### src/hw/rtl/pwbt_pkg.sv
// Package for the point window box tracker: coordinate width, window
// constants, command codes and the request/result payload structs.
// No dependencies.
`timescale 1ns / 1ps

package pwbt_pkg;

    // Coordinate width in bits (signed millimetres)
    localparam int COORD_BITS = 16;
    localparam int CMD_BITS   = 3;

    // Tracking window and result constants, millimetres
    localparam int WIN_X        = 50;
    localparam int WIN_Y        = 30;
    localparam int WIN_Z        = 50;
    localparam int MAX_Y_EXTENT = 100;
    localparam int OBJ_Z_LIFT   = 20;

    // Reset position of the track and plane, millimetres
    localparam int RESET_TRACK_X = 1000;
    localparam int RESET_TRACK_Y = 0;
    localparam int RESET_PLANE_Z = 200;

    // Command codes
    typedef enum logic [CMD_BITS-1:0] {
        CMD_POINT     = 3'd0,
        CMD_END_FRAME = 3'd1,
        CMD_LOCK      = 3'd2,
        CMD_SET_PLANE = 3'd3,
        CMD_STOP      = 3'd4
    } cmd_t;

    typedef logic signed [COORD_BITS-1:0] coord_t;

    // One input request
    typedef struct packed {
        logic [CMD_BITS-1:0] cmd;
        coord_t              px;
        coord_t              py;
        coord_t              pz;
    } item_t;

    // One result
    typedef struct packed {
        coord_t obj_x;
        coord_t obj_y;
        coord_t obj_z;
        coord_t box_x_min;
        coord_t box_x_max;
        coord_t box_y_min;
        coord_t box_y_max;
        coord_t box_z_min;
        coord_t box_z_max;
    } result_t;

endpackage

### src/hw/rtl/point_window_box_tracker_unit.sv
// Point window box tracker top level: request register, window test,
// box update and result register. Depends on pwbt_pkg.
`timescale 1ns / 1ps

// Takes one request per cycle while not stalled (point, end of frame, lock
// target, set plane height, stop) and, while tracking, keeps the running box
// of the points that fall inside the window around the track and above the
// plane. A request waits in the request register, where it is tested against
// the track state and folded into the box; then its result, if any, sits in
// the result register until taken. Throughput is one request per clock
// while no untaken result blocks the result register.
// Only an end of frame with kept points and a y extent under 100 mm gives
// a result, and that result also moves the track. The request register
// stalls only while an untaken result occupies the result register.
module point_window_box_tracker_unit
(
    input  logic             clk,
    input  logic             rst_n,

    input  logic             item_valid,
    output logic             item_ready,
    input  pwbt_pkg::item_t  item,

    output logic             result_valid,
    input  logic             result_ready,
    output pwbt_pkg::result_t result
);

    localparam int CW = pwbt_pkg::COORD_BITS;
    localparam int WW = CW + 2;

    localparam logic signed [WW-1:0] COORD_MAX_W = $signed({3'b000, {(CW-1){1'b1}}});
    localparam logic signed [WW-1:0] WIN_X_W     = WW'(pwbt_pkg::WIN_X);
    localparam logic signed [WW-1:0] WIN_Y_W     = WW'(pwbt_pkg::WIN_Y);
    localparam logic signed [WW-1:0] WIN_Z_W     = WW'(pwbt_pkg::WIN_Z);
    localparam logic signed [WW-1:0] MAX_EXT_W   = WW'(pwbt_pkg::MAX_Y_EXTENT);
    localparam logic signed [WW-1:0] LIFT_W      = WW'(pwbt_pkg::OBJ_Z_LIFT);

    // Sign extend a coordinate to the working width
    function automatic logic signed [WW-1:0] widen(input pwbt_pkg::coord_t v);
        widen = $signed({{2{v[CW-1]}}, v});
    endfunction

    // Request register
    logic              stage_valid_reg, stage_valid_next;
    pwbt_pkg::item_t   stage_reg, stage_next;

    // Track state
    logic              tracking_reg, tracking_next;
    logic              any_kept_reg, any_kept_next;
    pwbt_pkg::coord_t  track_x_reg, track_x_next;
    pwbt_pkg::coord_t  track_y_reg, track_y_next;
    pwbt_pkg::coord_t  plane_z_reg, plane_z_next;
    pwbt_pkg::coord_t  x_min_reg, x_min_next;
    pwbt_pkg::coord_t  x_max_reg, x_max_next;
    pwbt_pkg::coord_t  y_min_reg, y_min_next;
    pwbt_pkg::coord_t  y_max_reg, y_max_next;
    pwbt_pkg::coord_t  z_min_reg, z_min_next;
    pwbt_pkg::coord_t  z_max_reg, z_max_next;

    // Result register
    logic              res_valid_reg, res_valid_next;
    pwbt_pkg::result_t res_reg, res_next;

    // Working-width views
    logic signed [WW-1:0] x_w, y_w, z_w;
    logic signed [WW-1:0] tx_w, ty_w, pl_w;
    logic signed [WW-1:0] y_sum_w, y_ext_w, obj_z_w, obj_y_w;
    logic                 x_ok, y_ok, z_ok;
    logic                 is_point, is_eof, kept, emit;
    logic                 can_move, fire;
    pwbt_pkg::coord_t     obj_y, obj_z;

    // Handshake
    assign can_move     = !res_valid_reg || result_ready;
    assign fire         = stage_valid_reg && can_move;
    assign item_ready   = !stage_valid_reg || can_move;
    assign result_valid = res_valid_reg;
    assign result       = res_reg;

    // Window test on the staged request
    assign x_w  = widen(stage_reg.px);
    assign y_w  = widen(stage_reg.py);
    assign z_w  = widen(stage_reg.pz);
    assign tx_w = widen(track_x_reg);
    assign ty_w = widen(track_y_reg);
    assign pl_w = widen(plane_z_reg);

    assign z_ok = (z_w >= pl_w) && (z_w <= pl_w + WIN_Z_W);
    assign x_ok = (x_w >= tx_w - WIN_X_W) && (x_w <= tx_w + WIN_X_W);
    assign y_ok = (y_w >= ty_w - WIN_Y_W) && (y_w <= ty_w + WIN_Y_W);

    assign is_point = (stage_reg.cmd == pwbt_pkg::CMD_POINT);
    assign is_eof   = (stage_reg.cmd == pwbt_pkg::CMD_END_FRAME);
    assign kept     = is_point && tracking_reg && x_ok && y_ok && z_ok;

    // End of frame: extent check, floored y midpoint, lifted z with saturation
    assign y_ext_w = widen(y_max_reg) - widen(y_min_reg);
    assign y_sum_w = widen(y_min_reg) + widen(y_max_reg);
    assign obj_y_w = y_sum_w >>> 1;
    assign obj_y   = obj_y_w[CW-1:0];
    assign obj_z_w = pl_w + LIFT_W;
    assign obj_z   = (obj_z_w > COORD_MAX_W) ? COORD_MAX_W[CW-1:0] : obj_z_w[CW-1:0];
    assign emit    = is_eof && tracking_reg && any_kept_reg && (y_ext_w < MAX_EXT_W);

    // Next state
    always_comb
    begin
        stage_valid_next = stage_valid_reg;
        stage_next       = stage_reg;
        tracking_next    = tracking_reg;
        any_kept_next    = any_kept_reg;
        track_x_next     = track_x_reg;
        track_y_next     = track_y_reg;
        plane_z_next     = plane_z_reg;
        x_min_next       = x_min_reg;
        x_max_next       = x_max_reg;
        y_min_next       = y_min_reg;
        y_max_next       = y_max_reg;
        z_min_next       = z_min_reg;
        z_max_next       = z_max_reg;
        res_valid_next   = res_valid_reg;
        res_next         = res_reg;

        // Request register load / drain
        if (item_valid && item_ready)
        begin
            stage_valid_next = 1'b1;
            stage_next       = item;
        end
        else if (fire)
        begin
            stage_valid_next = 1'b0;
        end

        // Result register drain
        if (res_valid_reg && result_ready)
        begin
            res_valid_next = 1'b0;
        end

        // Process the staged request
        if (fire)
        begin
            case (stage_reg.cmd)
                pwbt_pkg::CMD_POINT:
                begin
                    if (kept)
                    begin
                        any_kept_next = 1'b1;
                        if (!any_kept_reg || stage_reg.px < x_min_reg) x_min_next = stage_reg.px;
                        if (!any_kept_reg || stage_reg.px > x_max_reg) x_max_next = stage_reg.px;
                        if (!any_kept_reg || stage_reg.py < y_min_reg) y_min_next = stage_reg.py;
                        if (!any_kept_reg || stage_reg.py > y_max_reg) y_max_next = stage_reg.py;
                        if (!any_kept_reg || stage_reg.pz < z_min_reg) z_min_next = stage_reg.pz;
                        if (!any_kept_reg || stage_reg.pz > z_max_reg) z_max_next = stage_reg.pz;
                    end
                end
                pwbt_pkg::CMD_END_FRAME:
                begin
                    any_kept_next = 1'b0;
                    if (emit)
                    begin
                        res_valid_next     = 1'b1;
                        res_next.obj_x     = x_min_reg;
                        res_next.obj_y     = obj_y;
                        res_next.obj_z     = obj_z;
                        res_next.box_x_min = x_min_reg;
                        res_next.box_x_max = x_max_reg;
                        res_next.box_y_min = y_min_reg;
                        res_next.box_y_max = y_max_reg;
                        res_next.box_z_min = z_min_reg;
                        res_next.box_z_max = z_max_reg;
                        track_x_next       = x_min_reg;
                        track_y_next       = obj_y;
                    end
                end
                pwbt_pkg::CMD_LOCK:
                begin
                    track_x_next  = stage_reg.px;
                    track_y_next  = stage_reg.py;
                    plane_z_next  = stage_reg.pz;
                    tracking_next = 1'b1;
                    any_kept_next = 1'b0;
                end
                pwbt_pkg::CMD_SET_PLANE:
                begin
                    plane_z_next = stage_reg.pz;
                end
                pwbt_pkg::CMD_STOP:
                begin
                    tracking_next = 1'b0;
                    any_kept_next = 1'b0;
                end
                default:
                begin
                    // unused codes are dropped
                end
            endcase
        end
    end

    // Control and track state
    always_ff @(posedge clk or negedge rst_n)
    begin
        if (!rst_n)
        begin
            stage_valid_reg <= 1'b0;
            res_valid_reg   <= 1'b0;
            tracking_reg    <= 1'b0;
            any_kept_reg    <= 1'b0;
            track_x_reg     <= CW'(pwbt_pkg::RESET_TRACK_X);
            track_y_reg     <= CW'(pwbt_pkg::RESET_TRACK_Y);
            plane_z_reg     <= CW'(pwbt_pkg::RESET_PLANE_Z);
            x_min_reg       <= '0;
            x_max_reg       <= '0;
            y_min_reg       <= '0;
            y_max_reg       <= '0;
            z_min_reg       <= '0;
            z_max_reg       <= '0;
        end
        else
        begin
            stage_valid_reg <= stage_valid_next;
            res_valid_reg   <= res_valid_next;
            tracking_reg    <= tracking_next;
            any_kept_reg    <= any_kept_next;
            track_x_reg     <= track_x_next;
            track_y_reg     <= track_y_next;
            plane_z_reg     <= plane_z_next;
            x_min_reg       <= x_min_next;
            x_max_reg       <= x_max_next;
            y_min_reg       <= y_min_next;
            y_max_reg       <= y_max_next;
            z_min_reg       <= z_min_next;
            z_max_reg       <= z_max_next;
        end
    end

    // Payload registers
    always_ff @(posedge clk)
    begin
        stage_reg <= stage_next;
        res_reg   <= res_next;
    end

endmodule
### config.mk
export PLATFORM = sky130hd
export DESIGN_NAME = point_window_box_tracker_unit
export DESIGN_NICKNAME = d
export VERILOG_FILES = /design/src/hw/rtl/pwbt_pkg.sv /design/src/hw/rtl/point_window_box_tracker_unit.sv
export SDC_FILE = /design/constraint.sdc
export NUM_CORES = 1
export LEC_CHECK = 0
export BUFFER_PORTS_ARGS = -buffer_cell sky130_fd_sc_hd__buf_4
export CORE_MARGIN = 1
export CORE_UTILIZATION = 55
export DETAILED_ROUTE_END_ITERATION = 8
export MAX_ROUTING_LAYER = met4
export PLACE_DENSITY = 0.81
export SYNTH_ARGS = -nofsm -noshare
export SYNTH_HDL_FRONTEND = slang
export SYNTH_SLANG_ARGS = --single-unit
export TNS_END_PERCENT = 30
### constraint.sdc
create_clock -name clk -period 6.75 [get_ports clk]
set_input_delay 0.675 -clock clk [delete_from_list [all_inputs] [get_ports clk]]
set_output_delay 0.675 -clock clk [all_outputs]
set_load 0.01 [all_outputs]
Yosys cells after proc, flatten, opt, wreduce, memory -nomap -nowiden --
Index checks and enable logic that the tools add are counted.
Word-level totals: flip-flop bits (word level) 327, word-level logic and storage cells 108, output and inout bits 146
Operators by class: multiplexer cells 13, add/sub/neg operators 8, $lt $le $gt $ge 14, reductions and logical operators 42, equal/unequal tests 6
Operators with widths (number):
- 16-bit one-hot mux with 2 select lines | 2
- 16-bit by 17-bit <= comparator with 1-bit output | 3
- 16-bit greater-than comparator | 3
- 16-bit < comparator | 3
- 16-bit by 6-bit adder with 17-bit output (second input constant) | 2
- 16-bit by 7-bit adder with 17-bit output (second input constant) | 2
- 16-bit by 17-bit >= comparator with 1-bit output | 2
- 16-bit two-way mux | 2
- 4-bit AND reduction | 6
- 16-bit by 16-bit adder with 17-bit output | 1
- 17-bit by 16-bit greater-than comparator with 1-bit output (second input constant) | 1
- 17-bit by 8-bit < comparator with 1-bit output (second input constant) | 1
- 16-bit by 16-bit subtractor with 17-bit output | 1
- 16-bit by 6-bit subtractor with 17-bit output (second input constant) | 1
- 16-bit by 7-bit subtractor with 17-bit output (second input constant) | 1
- 16-bit >= comparator | 1
- 1-bit logical AND | 13
- 3-bit AND reduction | 3
- 1-bit logical OR | 8
- 2-bit nonzero test | 4
- 1-bit two-way mux | 7
- 3-bit by 2-bit == test with 1-bit output (second input constant) | 2
- 2-bit by 1-bit != test with 1-bit output (second input constant) | 2
- 1-bit one-hot mux with 2 select lines | 2
- other kinds (7) | 10

Longest topological paths before layout --
depth after elaboration 8, depth in mapped cells 18, mapped depth without buffers 16

Worst setup path before layout --
Ideal clock, no wire load.
path kind in2reg, from input result_ready, to register res_reg, in the netlist result[0], enable pin, slack 0.883 ns, stages 9, data required time 6.258 ns, arrival time 5.375 ns, library setup time 0.492 ns, cell sequence nand2b_1 nand4_1 or2_2 or4b_2 a2111oi_0 o2111ai_1 a211oi_1 inv_1 nand2_1
Between the ends: cells in the longest elaborated chain, start to end 3
Ends and longest elaborated chain:
- start: declaration | line point_window_box_tracker_unit.sv:25 | input logic result_ready,
- 1-bit logical OR | line point_window_box_tracker_unit.sv:75 | assign can_move = !res_valid_reg || result_ready;
- 1-bit logical AND | line point_window_box_tracker_unit.sv:76 | assign fire = stage_valid_reg && can_move;
- 3-bit AND reduction (no source line)
- end signal: assignment | line point_window_box_tracker_unit.sv:244 | res_reg <= res_next;
- end: declaration | line point_window_box_tracker_unit.sv:63 | pwbt_pkg::result_t res_reg, res_next;
No other way between the ends. A chain may end at the register's enable or synchronous reset.

Worst setup path after layout --
from register track_y_reg[10], to register z_max_reg[0]
Between the ends: cells in the longest elaborated chain, start to end 6, elaborated cells between the ends (all ways) 8, those cells by class add/sub (2); order compare (2); reduce/logical (4)
Ends and longest elaborated chain:
- start: declaration | line point_window_box_tracker_unit.sv:52 | pwbt_pkg::coord_t track_y_reg, track_y_next;
- start signal: assignment | line point_window_box_tracker_unit.sv:213 | track_y_reg <= CW'(pwbt_pkg::RESET_TRACK_Y);
- start signal: assignment | line point_window_box_tracker_unit.sv:229 | track_y_reg <= track_y_next;
- 16-bit by 6-bit subtractor with 17-bit output or 16-bit by 6-bit adder with 17-bit output (tied branches) | line point_window_box_tracker_unit.sv:91 | assign y_ok = (y_w >= ty_w - WIN_Y_W) && (y_w <= ty_w + WIN_Y_W);
- 16-bit by 17-bit >= comparator with 1-bit output or 16-bit by 17-bit <= comparator with 1-bit output (tied branches) | line point_window_box_tracker_unit.sv:91
- 1-bit logical AND (*) | line point_window_box_tracker_unit.sv:91
- 1-bit logical AND (*) (2 in series) | line point_window_box_tracker_unit.sv:95 | assign kept = is_point && tracking_reg && x_ok && y_ok && z_ok;
- 4-bit AND reduction (no source line) (*)
- end signal: assignment | line point_window_box_tracker_unit.sv:236 | z_max_reg <= z_max_next;
- end: declaration | line point_window_box_tracker_unit.sv:59 | pwbt_pkg::coord_t z_max_reg, z_max_next;
Mark *: on every way between the ends. The rest lies on a longest branch, timed or not.

==> reports/results.txt <==
Period utilization: 77.6%
Switching power: 1.81 mW
CP Class: flop to flop
Post-route cell area: 0.0222 mm2
Tot GR Track Use: 26.1%
Starting Density: 55.9%
Vias/cell: 5.78
IO Count: 201
Worst setup SP type: flop
Unique cell type count in the Yosys netlist: 77
CTS Buffer Depth: 3
Synth top area cells: edfxtp_1, dfrtp_1, ha_1, mux2_2, xnor2_1
Power Dens Cells: 261 mW/mm2
Critical path's slowest cell: nor3_4
Synth Register Bits: 327
Post-Syn Area: 0.0193 mm2
DRC viols: 0
Via Count: 13,367
RSZ-0062 raised after global routing: no
Placed Cells: 2,249
N_diodes: 0
Most frequent CP cell: nor2_1
Clock Power Share: 31.1%
Ys Warns: 0
GRT Residual Overflow: 0
Sink Count: 327
Cts bufs inserted: 36
Crit-path max FO: 16
EDFF count, synth: 179
Endpoint class of the critical path: flop
Leak pwr: 9.46 nW
CP Cell Sequence: nor4_1 -> nand3_1 -> or4_1 -> nor2_1 -> nor2_1 -> ha_1 -> nor2b_1 -> or4_4 -> nor4_2 -> nor3b_2 -> o2111ai_1 -> a2111oi_4 -> nand4b_4 -> nor3_4 -> mux2_2
Net Sw Frac: 31.2%
First-pass GRT wire length: 71,400 um
Relative slew slack: 24.1%
CTS Hold Buffers Added: 0
CP bufs+invs: 0
Largest net degree at the start of global routing: 87
Sequential Power Share: 42.4%
# setup viols final: 0
Outcome: finished, final reports clean
Combinational share of power: 26.5%
Clk Latency, worst-skew pair: 0.53 ns
WL final: 44,700 um
Final worst path period need: 5.24 ns
Post-DP HPWL: 33,100 um
Vias in the first global route: 13,290
Clk slew on worst S/H paths: 0.06 ns
Pre-Repair DR Iteration Count: 6
Final #Nets: 2,115
IO buf count: 200
Largest register FFs: 128
Final ANT Viol Nets: 0
Accumulated negative setup slack: 0 ns
Largest area contributor in the netlist: edfxtp_1
DR iter-0 viols: 886
Max IR drop VDD: 0.000178 V
Seq/Total Area, Yosys: 47.1%
Routability-driven placement congestion ratio: 0.921
Synth top area share: 27.8%
CP max stage delay: 0.84 ns
Arrival time at the worst endpoint: 5.63 ns
Die Height: 189 um
Async SR Flop Fraction: 45.3%
Worst-Margin Slew: 1.14 ns
Fin. max-slew vios: 0
Clock root buffer: clkbuf_16
Avg Inst Size Synth: 11.7 um2
Area delta synth->final: 15.1%
Fmax: 191 MHz
Die X: 189 um
Post-DR wirelength/cell: 19.3 um
Syn Nets: 1,932
Placed Instance Area: 0.0211 mm2
Hold Fails Final Rpt: 0
Number of H-tree levels: 2
Internal Power: 4.00 mW
Cell Count, Final, Fillers Out: 2,313
Die ar.: 0.0359 mm2
Layout cells sized above 1: 23.5%
Max-cap violations: 0
CTS-repair resized insts: 0
Clock tree from TritonCTS: yes
Hold crit path type: primary input to async pin
Core Footprint: 0.0345 mm2
Rows: 68
Critical Path RT: 7.15 ns
Postcts setup bufs: 0
Cells after Synth: 1,649
CP delay by family, top: simple AND/OR/NAND/NOR gates
Initial antenna violation count: 0
Worst Clk Skew: 0.0147 ns
Prevailing post-synth register cell: edfxtp_1
Hold_ws: 0.206 ns
-- power groups by stage --
stage          clock (mW)  combinational, mW  sequential, mW
6_report             1.80               1.54            2.46
5_1_grt              1.92               1.75            2.48
4_1_cts              1.84               1.53            2.46
3_5_place_dp            0               1.52            2.50
3_3_place_gp            0               1.47            2.49
2_1_floorplan           0               1.21            2.39
-- layout by cell type (no fill, tap or decap), drive strengths merged, types with 10 or more instances in the layout --
cell type    n
a211oi      17
a21o        35
a21oi       63
and3        10
buf        208
clkbuf      52
clkinv      10
dfrtp      139
edfxtp     179
ha         227
inv        144
mux2       153
mux2i       25
nand2       69
nand2b      20
nand3       31
nand4       37
nor2        78
nor2b       19
nor3        42
nor4        17
o21a        17
o21ai       50
xnor2       66
xor2        25
-- path summary, 6_finish.rpt --
| path | startpoint | to | slack (ns) | cells past startpoint |
|---|---|---|---|---|
| max reg2reg | track_y_reg[10] | z_max_reg[0] | 1.51 | 15 |
| max in group asynchronous | rst_n | x_min_reg[6] | 5.20 | 2 |
| min | rst_n | z_min_reg[2] | 0.21 | 1 |
| min reg2reg | x_max_reg[1] | result[65] | 0.47 | 0 |
| max | track_y_reg[10] | z_max_reg[0] | 1.51 | 15 |
| min in group clk | item[17] | stage_reg[17] | 0.32 | 1 |
-- routing by layer --
metal	vias to the layer above	wire [um]	track usage [%]
met1	6500	19500	33.6
li1	6395	-	-
met2	388	21800	43.2
met4	0	1260	8.03
met3	84	2190	3.21
met5	-	0	-
-- stage by stage --
stage	setup slack, ns	util [%]	power [mW]
after global placement	1.64	61.2	3.96
after detailed placement	1.54	61.2	4.02
after floorplan	0.883	-	3.60
final	1.51	64.3	5.81
after global routing	1.12	64.3	6.15
after CTS	1.50	64.3	5.84
-- cell type report --
type	instances	area (um2)
clock buffer	52	1010
clock inverter	12	62.6
fill	2734	12300
inverter	143	537
multi-input combinational	1116	9370
sequential	327	9090
tap	455	569
timing repair buffer	208	1580
-- cells in the mapped netlist, types with 3 or more instances --
cell type	instances
ha_1	227
edfxtp_1	179
inv_1	143
mux2_2	142
dfrtp_1	139
nor2_1	78
nand2_1	69
xnor2_1	66
a21oi_1	63
o21ai_0	50
nand4_1	37
nor3_1	37
a21o_1	35
clkbuf_1	35
nand3_1	31
mux2i_1	25
xor2_1	25
buf_4	20
nand2b_1	20
nor2b_1	19
a211oi_1	17
o21a_1	17
nor4_1	15
and3_1	10
mux2_4	10
dfstp_2	9
a31oi_1	8
and2_1	7
or3_1	7
and4_1	6
o2111ai_1	6
o31ai_1	6
a2111oi_0	5
buf_2	5
nor3_4	5
o211ai_1	5
o21bai_1	5
o221ai_1	5
or4_1	5
nand3b_1	3
nand4b_1	3
or2_2	3
or4b_2	3
-- kinds of logic after synthesis --
group / share of synthesized area (%)
and+or+nand+nor: 10.5
DFF: 47.1
AOI/OAI and AO/OA: 8.59
adders and majority gates: 14.8
buffers and inverters: 4.48
muxes: 10.4
xor gates and xnor gates: 4.13
Note: power is estimated with default switching activity, not from simulation.
